### src/rtl/core/sqw_pkg.sv
`timescale 1ns / 1ps
// ----------------------------------------------------------------------------
// sqw_pkg: shared types and constants of the square-wave channel
// Command and register codes, configuration and result records, duty table.
// ----------------------------------------------------------------------------
package sqw_pkg;

  localparam int unsigned HAS_SWEEP_DEFAULT = 1;

  localparam int unsigned PERIOD_W = 11;
  localparam int unsigned TICK_W   = 14;
  localparam int unsigned LEVEL_W  = 4;
  localparam int unsigned CFG_W    = 11;
  localparam int unsigned INDEX_W  = 3;

  localparam logic [PERIOD_W-1:0] PERIOD_LIMIT = 11'd2047;
  localparam logic [PERIOD_W:0]   PERIOD_BASE  = 12'd2048;

  typedef enum logic [1:0] {
    CMD_CLOCK   = 2'd0,
    CMD_SWEEP   = 2'd1,
    CMD_TRIGGER = 2'd2,
    CMD_LENGTH  = 2'd3
  } sqw_cmd_t;

  typedef enum logic [INDEX_W-1:0] {
    REG_DUTY_SELECT    = 3'd0,
    REG_PERIOD_VALUE   = 3'd1,
    REG_SWEEP_PERIOD   = 3'd2,
    REG_SWEEP_DECREASE = 3'd3,
    REG_SWEEP_SHIFT    = 3'd4
  } sqw_reg_t;

  typedef struct packed {
    logic [1:0]          duty_select;
    logic [PERIOD_W-1:0] period_value;
    logic [2:0]          sweep_period;
    logic                sweep_decrease;
    logic [2:0]          sweep_shift;
  } sqw_cfg_t;

  typedef struct packed {
    logic [LEVEL_W-1:0]  sample;
    logic                active;
    logic [PERIOD_W-1:0] current_period;
  } sqw_result_t;

  function automatic logic [7:0] duty_pattern(input logic [1:0] sel);
    logic [7:0] pat;
    unique case (sel)
      2'd0:    pat = 8'b0000_0001;
      2'd1:    pat = 8'b1000_0001;
      2'd2:    pat = 8'b1000_0111;
      default: pat = 8'b0111_1110;
    endcase
    return pat;
  endfunction

endpackage

### src/rtl/core/sqw_step.sv
`timescale 1ns / 1ps
// ----------------------------------------------------------------------------
// sqw_step: channel state and single-pass update
// Holds timer, duty position, sweep counter, period, enable and sample level;
// computes the state after one command and commits it on each transfer.
// ----------------------------------------------------------------------------
module sqw_step #(
  parameter int unsigned HAS_SWEEP = sqw_pkg::HAS_SWEEP_DEFAULT
) (
  input  logic                          clk,
  input  logic                          rst,
  input  logic                          advance,
  input  logic [1:0]                    cmd,
  input  logic [sqw_pkg::LEVEL_W-1:0]   volume,
  input  sqw_pkg::sqw_cfg_t             cfg,
  output sqw_pkg::sqw_result_t          result_next
);

  logic [sqw_pkg::PERIOD_W-1:0] period_now, period_now_next;
  logic [sqw_pkg::TICK_W-1:0]   tick_count, tick_count_next;
  logic [2:0]                   duty_step, duty_step_next;
  logic [2:0]                   sweep_elapsed, sweep_elapsed_next;
  logic                         enabled, enabled_next;
  logic [sqw_pkg::LEVEL_W-1:0]  sample_level, sample_level_next;

  sqw_pkg::sqw_cmd_t            op;
  logic [sqw_pkg::TICK_W-1:0]   limit;
  logic [sqw_pkg::TICK_W-1:0]   tick_inc;
  logic [2:0]                   duty_inc;
  logic [2:0]                   elapsed_inc;
  logic [sqw_pkg::PERIOD_W-1:0] change;
  logic [sqw_pkg::PERIOD_W:0]   sum;
  logic                         sweep_on;
  logic [7:0]                   pattern;

  assign op       = sqw_pkg::sqw_cmd_t'(cmd);
  assign limit    = {sqw_pkg::PERIOD_BASE - {1'b0, period_now}, 2'b00};
  assign tick_inc = tick_count + 1'b1;
  assign duty_inc = duty_step + 1'b1;
  assign pattern  = sqw_pkg::duty_pattern(cfg.duty_select);
  assign sweep_on = (HAS_SWEEP != 0) && (cfg.sweep_period != 3'd0);
  assign elapsed_inc = (sweep_elapsed != cfg.sweep_period) ? sweep_elapsed + 1'b1
                                                           : sweep_elapsed;
  assign change   = period_now >> cfg.sweep_shift;
  assign sum      = {1'b0, period_now} + {1'b0, change};

  always_comb begin
    period_now_next    = period_now;
    tick_count_next    = tick_count;
    duty_step_next     = duty_step;
    sweep_elapsed_next = sweep_elapsed;
    enabled_next       = enabled;
    sample_level_next  = sample_level;
    unique case (op)
      sqw_pkg::CMD_CLOCK: begin
        tick_count_next = tick_inc;
        if (tick_inc >= limit) begin
          duty_step_next    = duty_inc;
          sample_level_next = (enabled && pattern[~duty_inc]) ? volume : '0;
          tick_count_next   = tick_inc - limit;
        end
      end
      sqw_pkg::CMD_SWEEP: begin
        if (sweep_on) begin
          sweep_elapsed_next = elapsed_inc;
          if (elapsed_inc == cfg.sweep_period) begin
            if (cfg.sweep_decrease) begin
              period_now_next    = period_now - change;
              tick_count_next    = '0;
              sweep_elapsed_next = '0;
            end else if (sum > {1'b0, sqw_pkg::PERIOD_LIMIT}) begin
              enabled_next = 1'b0;
            end else begin
              period_now_next    = sum[sqw_pkg::PERIOD_W-1:0];
              tick_count_next    = '0;
              sweep_elapsed_next = '0;
            end
          end
        end
      end
      sqw_pkg::CMD_TRIGGER: begin
        enabled_next       = 1'b1;
        period_now_next    = cfg.period_value;
        tick_count_next    = '0;
        duty_step_next     = '0;
        sweep_elapsed_next = '0;
      end
      sqw_pkg::CMD_LENGTH: begin
        enabled_next = 1'b0;
      end
    endcase
  end

  always_ff @(posedge clk) begin
    if (rst) begin
      period_now    <= '0;
      tick_count    <= '0;
      duty_step     <= '0;
      sweep_elapsed <= '0;
      enabled       <= 1'b0;
      sample_level  <= '0;
    end else if (advance) begin
      period_now    <= period_now_next;
      tick_count    <= tick_count_next;
      duty_step     <= duty_step_next;
      sweep_elapsed <= sweep_elapsed_next;
      enabled       <= enabled_next;
      sample_level  <= sample_level_next;
    end
  end

  assign result_next.sample         = sample_level_next;
  assign result_next.active         = enabled_next;
  assign result_next.current_period = period_now_next;

`ifndef SYNTHESIS
  a_enable_by_trigger: assert property (@(posedge clk) disable iff (rst)
    $rose(enabled) |-> $past(advance && (cmd == sqw_pkg::CMD_TRIGGER)))
    else $error("channel enabled without a trigger");

  a_hold_when_idle: assert property (@(posedge clk) disable iff (rst)
    !advance |=> $stable(period_now) && $stable(tick_count) && $stable(sample_level))
    else $error("channel state moved without a transfer");

  a_length_stops: assert property (@(posedge clk) disable iff (rst)
    advance && (cmd == sqw_pkg::CMD_LENGTH) |=> !enabled)
    else $error("length expiry did not stop the channel");
`endif

endmodule

### src/rtl/core/square_wave_channel_with_sweep.sv
`timescale 1ns / 1ps
// ----------------------------------------------------------------------------
// square_wave_channel_with_sweep: square-wave sound channel with sweep
// Usage:
//   Input channel (in_valid/in_ready) carries cmd and volume: clock tick,
//   sweep tick, trigger or length expiry. Each transfer yields exactly one
//   result on the output channel (out_valid/out_ready): sample, active and
//   current_period after that command.
//   Configuration channel (cfg_valid/cfg_ready, cfg_index, cfg_data) writes
//   duty_select, period_value, sweep_period, sweep_decrease, sweep_shift at
//   indexes 0..4; other indexes are ignored. cfg_ready is always high.
//   Each result is registered into the result buffer as its command transfers.
//   Throughput: one command per cycle; the state update is a single pass of
//   one 14-bit add, compare and subtract on the frequency timer.
//   A two-entry result buffer decouples the sides: a command is still taken
//   while one result waits, and in_ready drops only when both entries are
//   full under a stalled receiver.
//   Reset clears the configuration, channel state, buffer pointers and count.
// ----------------------------------------------------------------------------
module square_wave_channel_with_sweep #(
  parameter int unsigned HAS_SWEEP = sqw_pkg::HAS_SWEEP_DEFAULT
) (
  input  logic                          clk,
  input  logic                          rst,
  input  logic                          in_valid,
  output logic                          in_ready,
  input  logic [1:0]                    cmd,
  input  logic [sqw_pkg::LEVEL_W-1:0]   volume,
  output logic                          out_valid,
  input  logic                          out_ready,
  output logic [sqw_pkg::LEVEL_W-1:0]   sample,
  output logic                          active,
  output logic [sqw_pkg::PERIOD_W-1:0]  current_period,
  input  logic                          cfg_valid,
  output logic                          cfg_ready,
  input  logic [sqw_pkg::INDEX_W-1:0]   cfg_index,
  input  logic [sqw_pkg::CFG_W-1:0]     cfg_data
);

  sqw_pkg::sqw_cfg_t    cfg;
  sqw_pkg::sqw_result_t result_next;
  sqw_pkg::sqw_result_t buffer [2];
  logic                 wr_ptr, rd_ptr;
  logic [1:0]           count;
  logic                 push, pop;

  assign cfg_ready = 1'b1;

  always_ff @(posedge clk) begin
    if (rst) begin
      cfg <= '0;
    end else if (cfg_valid) begin
      unique case (sqw_pkg::sqw_reg_t'(cfg_index))
        sqw_pkg::REG_DUTY_SELECT:    cfg.duty_select    <= cfg_data[1:0];
        sqw_pkg::REG_PERIOD_VALUE:   cfg.period_value   <= cfg_data[sqw_pkg::PERIOD_W-1:0];
        sqw_pkg::REG_SWEEP_PERIOD:   cfg.sweep_period   <= cfg_data[2:0];
        sqw_pkg::REG_SWEEP_DECREASE: cfg.sweep_decrease <= cfg_data[0];
        sqw_pkg::REG_SWEEP_SHIFT:    cfg.sweep_shift    <= cfg_data[2:0];
        default: ;
      endcase
    end
  end

  assign in_ready  = (count != 2'd2);
  assign out_valid = (count != 2'd0);
  assign push      = in_valid && in_ready;
  assign pop       = out_valid && out_ready;

  sqw_step #(
    .HAS_SWEEP (HAS_SWEEP)
  ) u_step (
    .clk         (clk),
    .rst         (rst),
    .advance     (push),
    .cmd         (cmd),
    .volume      (volume),
    .cfg         (cfg),
    .result_next (result_next)
  );

  always_ff @(posedge clk) begin
    if (push) begin
      buffer[wr_ptr] <= result_next;
    end
  end

  always_ff @(posedge clk) begin
    if (rst) begin
      wr_ptr <= 1'b0;
      rd_ptr <= 1'b0;
      count  <= 2'd0;
    end else begin
      if (push) begin
        wr_ptr <= ~wr_ptr;
      end
      if (pop) begin
        rd_ptr <= ~rd_ptr;
      end
      if (push && !pop) begin
        count <= count + 2'd1;
      end else if (pop && !push) begin
        count <= count - 2'd1;
      end
    end
  end

  assign sample         = buffer[rd_ptr].sample;
  assign active         = buffer[rd_ptr].active;
  assign current_period = buffer[rd_ptr].current_period;

endmodule

### config.mk
export PLATFORM = sky130hd
export DESIGN_NAME = square_wave_channel_with_sweep
export DESIGN_NICKNAME = d
export VERILOG_FILES = /design/src/rtl/core/sqw_pkg.sv /design/src/rtl/core/sqw_step.sv /design/src/rtl/core/square_wave_channel_with_sweep.sv
export SDC_FILE = /design/constraint.sdc
export NUM_CORES = 1
export LEC_CHECK = 0
export BUFFER_PORTS_ARGS = -buffer_cell sky130_fd_sc_hd__buf_2
export CAP_MARGIN = 20
export CORE_MARGIN = 2
export CORE_UTILIZATION = 50
export DETAILED_ROUTE_END_ITERATION = 7
export PLACE_DENSITY = 0.7
export SYNTH_ARGS = -nofsm -noshare
export SYNTH_HDL_FRONTEND = slang
export SYNTH_HIERARCHICAL = 1
export SYNTH_SLANG_ARGS = --single-unit
### constraint.sdc
create_clock -name clk -period 6.7 [get_ports clk]
set_clock_uncertainty 0.2 [all_clocks]
set_input_delay 1.34 -clock clk [delete_from_list [all_inputs] [get_ports clk]]
set_output_delay 1.34 -clock clk [all_outputs]
set_load 0.02 [all_outputs]
---- Word-level counts from Yosys, hierarchy flattened ----
Memories as Yosys holds them, arrays and structs flattened. A register that Yosys moved wholly into a read port is not among the register bits.
Index checks and enable logic that the tools add are counted.
storage, ports and cells
  bits in registers ....................... 60
  memory bits (writable) .................. 32
  bits of input ports ..................... 25
  output and inout bits ................... 19
  word-level logic and storage cells ...... 107
  memories ................................ 1
operators by class
  add/sub/neg operators ................... 9
  $lt $le $gt $ge ......................... 3
  equality and inequality tests ........... 16
  shifts and indexed selects .............. 1
  muxes and demuxes ....................... 36
  bitwise gates (word level) .............. 3
  reduce and logical (&&, ||, !) cells .... 24
memories
  memory  depth  bits a word  read ports  clocked after Yosys merged registers in  write ports  RTL line                              source
  buffer  2      16           1           1                                        1            square_wave_channel_with_sweep.sv:42  sqw_pkg::sqw_result_t buffer [2];
operators by type and width
  kind                      number
  $mux W14                  5
  $mux W11                  4
  $pmux W14 S3              1
  $pmux W8 S3               1
  $pmux W11 S2              1
  $mux W3                   6
  $add A14 B1 Y14 const B   1
  $ge A14 B14 Y1            1
  $sub A14 B14 Y14          1
  $add A11 B11 Y12          1
  $gt A12 B11 Y1 const B    1
  $mux W4                   3
  $pmux W3 S2               2
  $sub A12 B11 Y12 const A  1
  $shr A11 B3 Y11           1
  $sub A11 B11 Y11          1
  $reduce_and A2 Y1         5
  $mux W1                   9
  $reduce_bool A2 Y1        4
  $add A3 B1 Y3 const B     2
  $eq A2 B2 Y1 const B      3
  $eq A3 B2 Y1 const B      2
  $ne A2 B1 Y1 const B      3
  $reduce_and A3 Y1         2
  21 further kinds          31

---- Logic depth before layout (Yosys ltp) ----
  word-level depth ........................ 8
  gate-level depth with buffers ........... 17
  depth with buffers taken out ............ 14

---- By module ----
Netlist, hierarchy kept.
modules (own cells, without submodules)
  module                          instances  cells an instance  area each (µm²)  seq. area each (µm²)
  sqw_step                        1          678                4878.4           720.7
  square_wave_channel_with_sweep  1          158                2143.3           1461.4

---- Least setup slack after synthesis ----
OpenSTA, ideal clock, no wires.
  path type ............................... register -> register
  start ................................... register cfg[1] (netlist name)
  end ..................................... memory buffer[0][11] in the netlist's numbering (data pin)
  setup time .............................. 0.252 ns
  arrival ................................. 3.460 ns
  required time ........................... 6.248 ns
  setup slack ............................. 2.788 ns
  cell stages (with the launch flop) ...... 14
  path buffers ............................ 3
  period minus slack after synthesis ...... 3.912 ns
  cell sequence ........................... dfxtp_1 -> clkbuf_1 -> clkbuf_1 -> mux4_2 -> o21ai_0 -> ha_1 -> nor2b_1 -> o311a_1 -> o211ai_2 -> a21oi_1 -> a21oi_1 -> o21ai_0 -> o21ai_0 -> buf_4
on the way
  longest elaborated chain between the ends .. 8
ends and longest elaborated chain
  element                  RTL line                              source
  $shr A11 B3 Y11          sqw_step.sv:44                        assign change = period_now >> cfg.sweep_shift;
  $add A11 B11 Y12         sqw_step.sv:45                        assign sum = {1'b0, period_now} + {1'b0, change};
  $gt A12 B11 Y1           sqw_step.sv:71                        end else if (sum > {1'b0, sqw_pkg::PERIOD_LIMIT}) begin
  $mux W1                  sqw_step.sv:71
  $mux W1                  sqw_step.sv:67                        if (cfg.sweep_decrease) begin
  $mux W1                  sqw_step.sv:66                        if (elapsed_inc == cfg.sweep_period) begin
  $mux W1                  sqw_step.sv:64                        if (sweep_on) begin
  $pmux W1 S3              sqw_step.sv:54                        unique case (op)
  net u_step.enabled_next  sqw_step.sv:23                        logic enabled, enabled_next;
  to (decl)                square_wave_channel_with_sweep.sv:42
The timed path passes the listed nets, and every way through them passes these cells.

==> impl_metrics.json <==
{
  "yosysTopAreaCellShare_pct": 17.4,
  "finalHoldViolations": 0,
  "synth_area_per_cell_um2": 8.40,
  "io_pins": 44,
  "worstMarginPinSlew_ns": 0.881,
  "ir_drop_mv": 0.165,
  "place_hpwl_um": 13700,
  "grt_setup_unrepaired": "false",
  "dp_slack_ns": 2.19,
  "setup_violations": 0,
  "synthFlopType": "dfxtp_1",
  "root_buffer": "clkbuf_16",
  "ys_seq_elements": 93,
  "relSlewSlack_pct": 40.8,
  "grt_pass1_wl_um": 29200,
  "grt_max_degree": 56,
  "vias": 6429,
  "synth_cell_types": 79,
  "synth_edf_count": 32,
  "wirelength_um": 18600,
  "drc": 0,
  "async_flop_share_pct": 0,
  "dieWidth_um": 123,
  "core_area_um2": 13800,
  "wire_per_inst_um": 17.9,
  "drt_iter0_markers": 638,
  "use_met2_pct": 36.5,
  "finalWorstSetupSlack_ns": 2.08,
  "utilization_pct": 55.1,
  "met1_usage_pct": 37.5,
  "first_pass_iters": 5,
  "synth_cells": 836,
  "dieArea_um2": 15000,
  "drtAntennaViolNets": 0,
  "slew_violations": 0,
  "place_area_um2": 7310,
  "placed_cells": 1019,
  "area_growth_pct": 8.00,
  "synth_adder_area_share_pct": 8.87,
  "synth_mux_area_share_pct": 6.41,
  "period_share_pct": 69.0,
  "grt-busiest-layer": "met1",
  "setup.worst_path.start_class": "flop",
  "rows": 43,
  "cts_buffer_depth": 2,
  "grtUsageMet3_pct": 5.16,
  "cts.sinks": 93,
  "worst_hold_path_type": "reg -> reg",
  "crit_fanout": 15,
  "drv_cap": 0,
  "vias_per_cell": 6.21,
  "status": "finished clean",
  "synth_top_family_by_area": "compound AO/OA/AOI/OAI gates",
  "synth_fp_nets": 909,
  "antenna_found_initial": 0,
  "required_ns": 6.55,
  "clk_pin_slew_ns": 0.06,
  "synth_top_area_cell": "dfxtp_1",
  "powerDensity_nw_per_um2": 224,
  "cts_resized": 0,
  "ctsHoldBuffers": 0,
  "port_buffers": 42,
  "final.setup.tns_ns": 0,
  "netlist_area_um2": 7020,
  "instances_no_fill": 1035,
  "synth_xor_xnor_area_share_pct": 4.44,
  "end_kind": "flop",
  "htreeDepth": 3,
  "grt_overflow": 0,
  "critPathKind": "reg -> reg",
  "fmax_mhz": 216,
  "final_area_um2": 7580,
  "grt_pass1_vias": 5448,
  "cts_made_buffers": 9,
  "arrival_ns": 4.48,
  "synth-simple-area-share_pct": 20.7,
  "post-route-min-period_ns": 4.62,
  "fillCellCount": 1293,
  "synth_compound_area_share_pct": 23.4,
  "post_cts_buffers": 0,
  "clk_latency_ns": 0.35,
  "ys_seq_area_share_pct": 31.1,
  "die_h_um": 123,
  "cts_tree": "yes",
  "start_util_pct": 51.0,
  "drive_gt1_share_pct": 13.1,
  "finalNetCount": 923,
  "synth_warnings": 6,
  "diodes": 0,
  "synthTopCellsByArea": "dfxtp_1 (17%), edfxtp_1 (14%), ha_1 (8.0%)",
  "place_congestion": 0.997,
  "grtUsageTotal_pct": 25.3,
  "p_leak_uw": 0.00299
}
==> cells in the mapped netlist (5+ instances only) <==
library cell,count
nand2_1,92
nor2_1,65
dfxtp_1,61
a21oi_1,60
o21ai_0,54
ha_1,45
inv_1,44
clkbuf_1,32
edfxtp_1,32
nor3_1,27
nand3_1,22
mux2_2,18
mux2i_1,18
xnor2_1,17
xor2_1,16
nor2b_1,15
a211oi_1,14
nand2b_1,13
a31oi_1,10
or3_1,9
a311oi_1,8
nor4_1,7
o31ai_1,7
a21boi_0,6
buf_2,6
o211ai_1,6
o21a_1,6
o22ai_1,6
a211o_1,5
a31o_2,5
and2_1,5
and3_1,5
or2_2,5
==> report_power, final <==
group	switching [uW]	internal, uW	total, uW
Clock	215	252	467
Combinational	334	221	555
Sequential	40.7	632	673
Total	589	1110	1700
==> routing by layer <==
metal,part of all wire (%),vias up
met2,42,303
met5,0,-
met4,2.5,0
met1,45,2990
li1,-,3106
met3,9.7,30
==> registers in the layout, summed over array words and instances (netlist names), named ones only <==
register              flops
buffer                   32
cfg                      20
u_step/tick_count        14
u_step/period_now        11
u_step/sample_level       4
u_step/duty_step          3
u_step/sweep_elapsed      3
count                     2
rd_ptr                    1
u_step/enabled            1
wr_ptr                    1
==> logic make-up after synthesis <==
group,Yosys count
fa+ha+maj,48
flops,93
compound gates,240
other cells,1
simple gates,291
mux,39
buf+inv,90
xor+xnor,34
==> cell usage in the layout (no fill, tap or decap), drive strengths merged, types with 5 or more instances in the layout <==
master	n
edfxtp	32
a31oi	10
a311oi	8
nand2	92
ha	45
clkbuf	11
o22ai	6
o211ai	8
o31ai	7
buf	48
or3	9
mux2	18
a31o	5
nand3	23
a21boi	7
mux2i	18
dfxtp	61
nor2	65
xor2	16
xnor2	17
a21oi	60
a2111oi	5
inv	45
or2	5
nor4	7
nand2b	13
and2	5
nor2b	15
nor3	27
a211o	5
o21a	6
and3	5
a211oi	15
o21ai	55
==> final timing paths <==
check	start	to	slack, ns	cells after the start
hold / removal	cfg[7]	cfg[7]	0.25	2
hold reg to reg	cfg[7]	cfg[7]	0.25	2
setup / recovery	cfg[1]	buffer[0][2]	2.08	11
setup reg to reg	cfg[1]	buffer[0][2]	2.08	11
==> through the flow <==
| stage | hold slack, ns | total power [uW] |
|---|---|---|
| after floorplan | 0.232 | 1090 |
| after global placement | 0.240 | 1230 |
| after detailed placement | 0.246 | 1230 |
| after CTS | 0.255 | 1700 |
| after global routing | 0.269 | 1790 |
| final | 0.252 | 1700 |
==> layout make-up <==
| cell class | instances | area, um^2 | area share [%] |
|---|---|---|---|
| Sequential cell | 93 | 2180 | 28.8 |
| Inverter | 45 | 169 | 2.23 |
| Clock inverter | 5 | 36.3 | 0.478 |
| Timing Repair Buffer | 48 | 255 | 3.37 |
| Tap cell | 180 | 225 | 2.97 |
| Multi-Input combinational cell | 653 | 4480 | 59.1 |
| Clock buffer | 11 | 233 | 3.07 |
==> worst max-delay path: stages (launching register included) <==
cell	delay [ns]
dfxtp_1	0.67
mux2i_1	0.18
o22ai_1	0.27
nand2b_1	0.12
ha_1	0.50
nor2b_1	0.11
o311a_1	0.37
nor3_1	0.70
nand2_1	0.26
o221a_2	0.33
nor4_1	0.41
nor3_1	0.21
(Power assumes the default switching activity.)
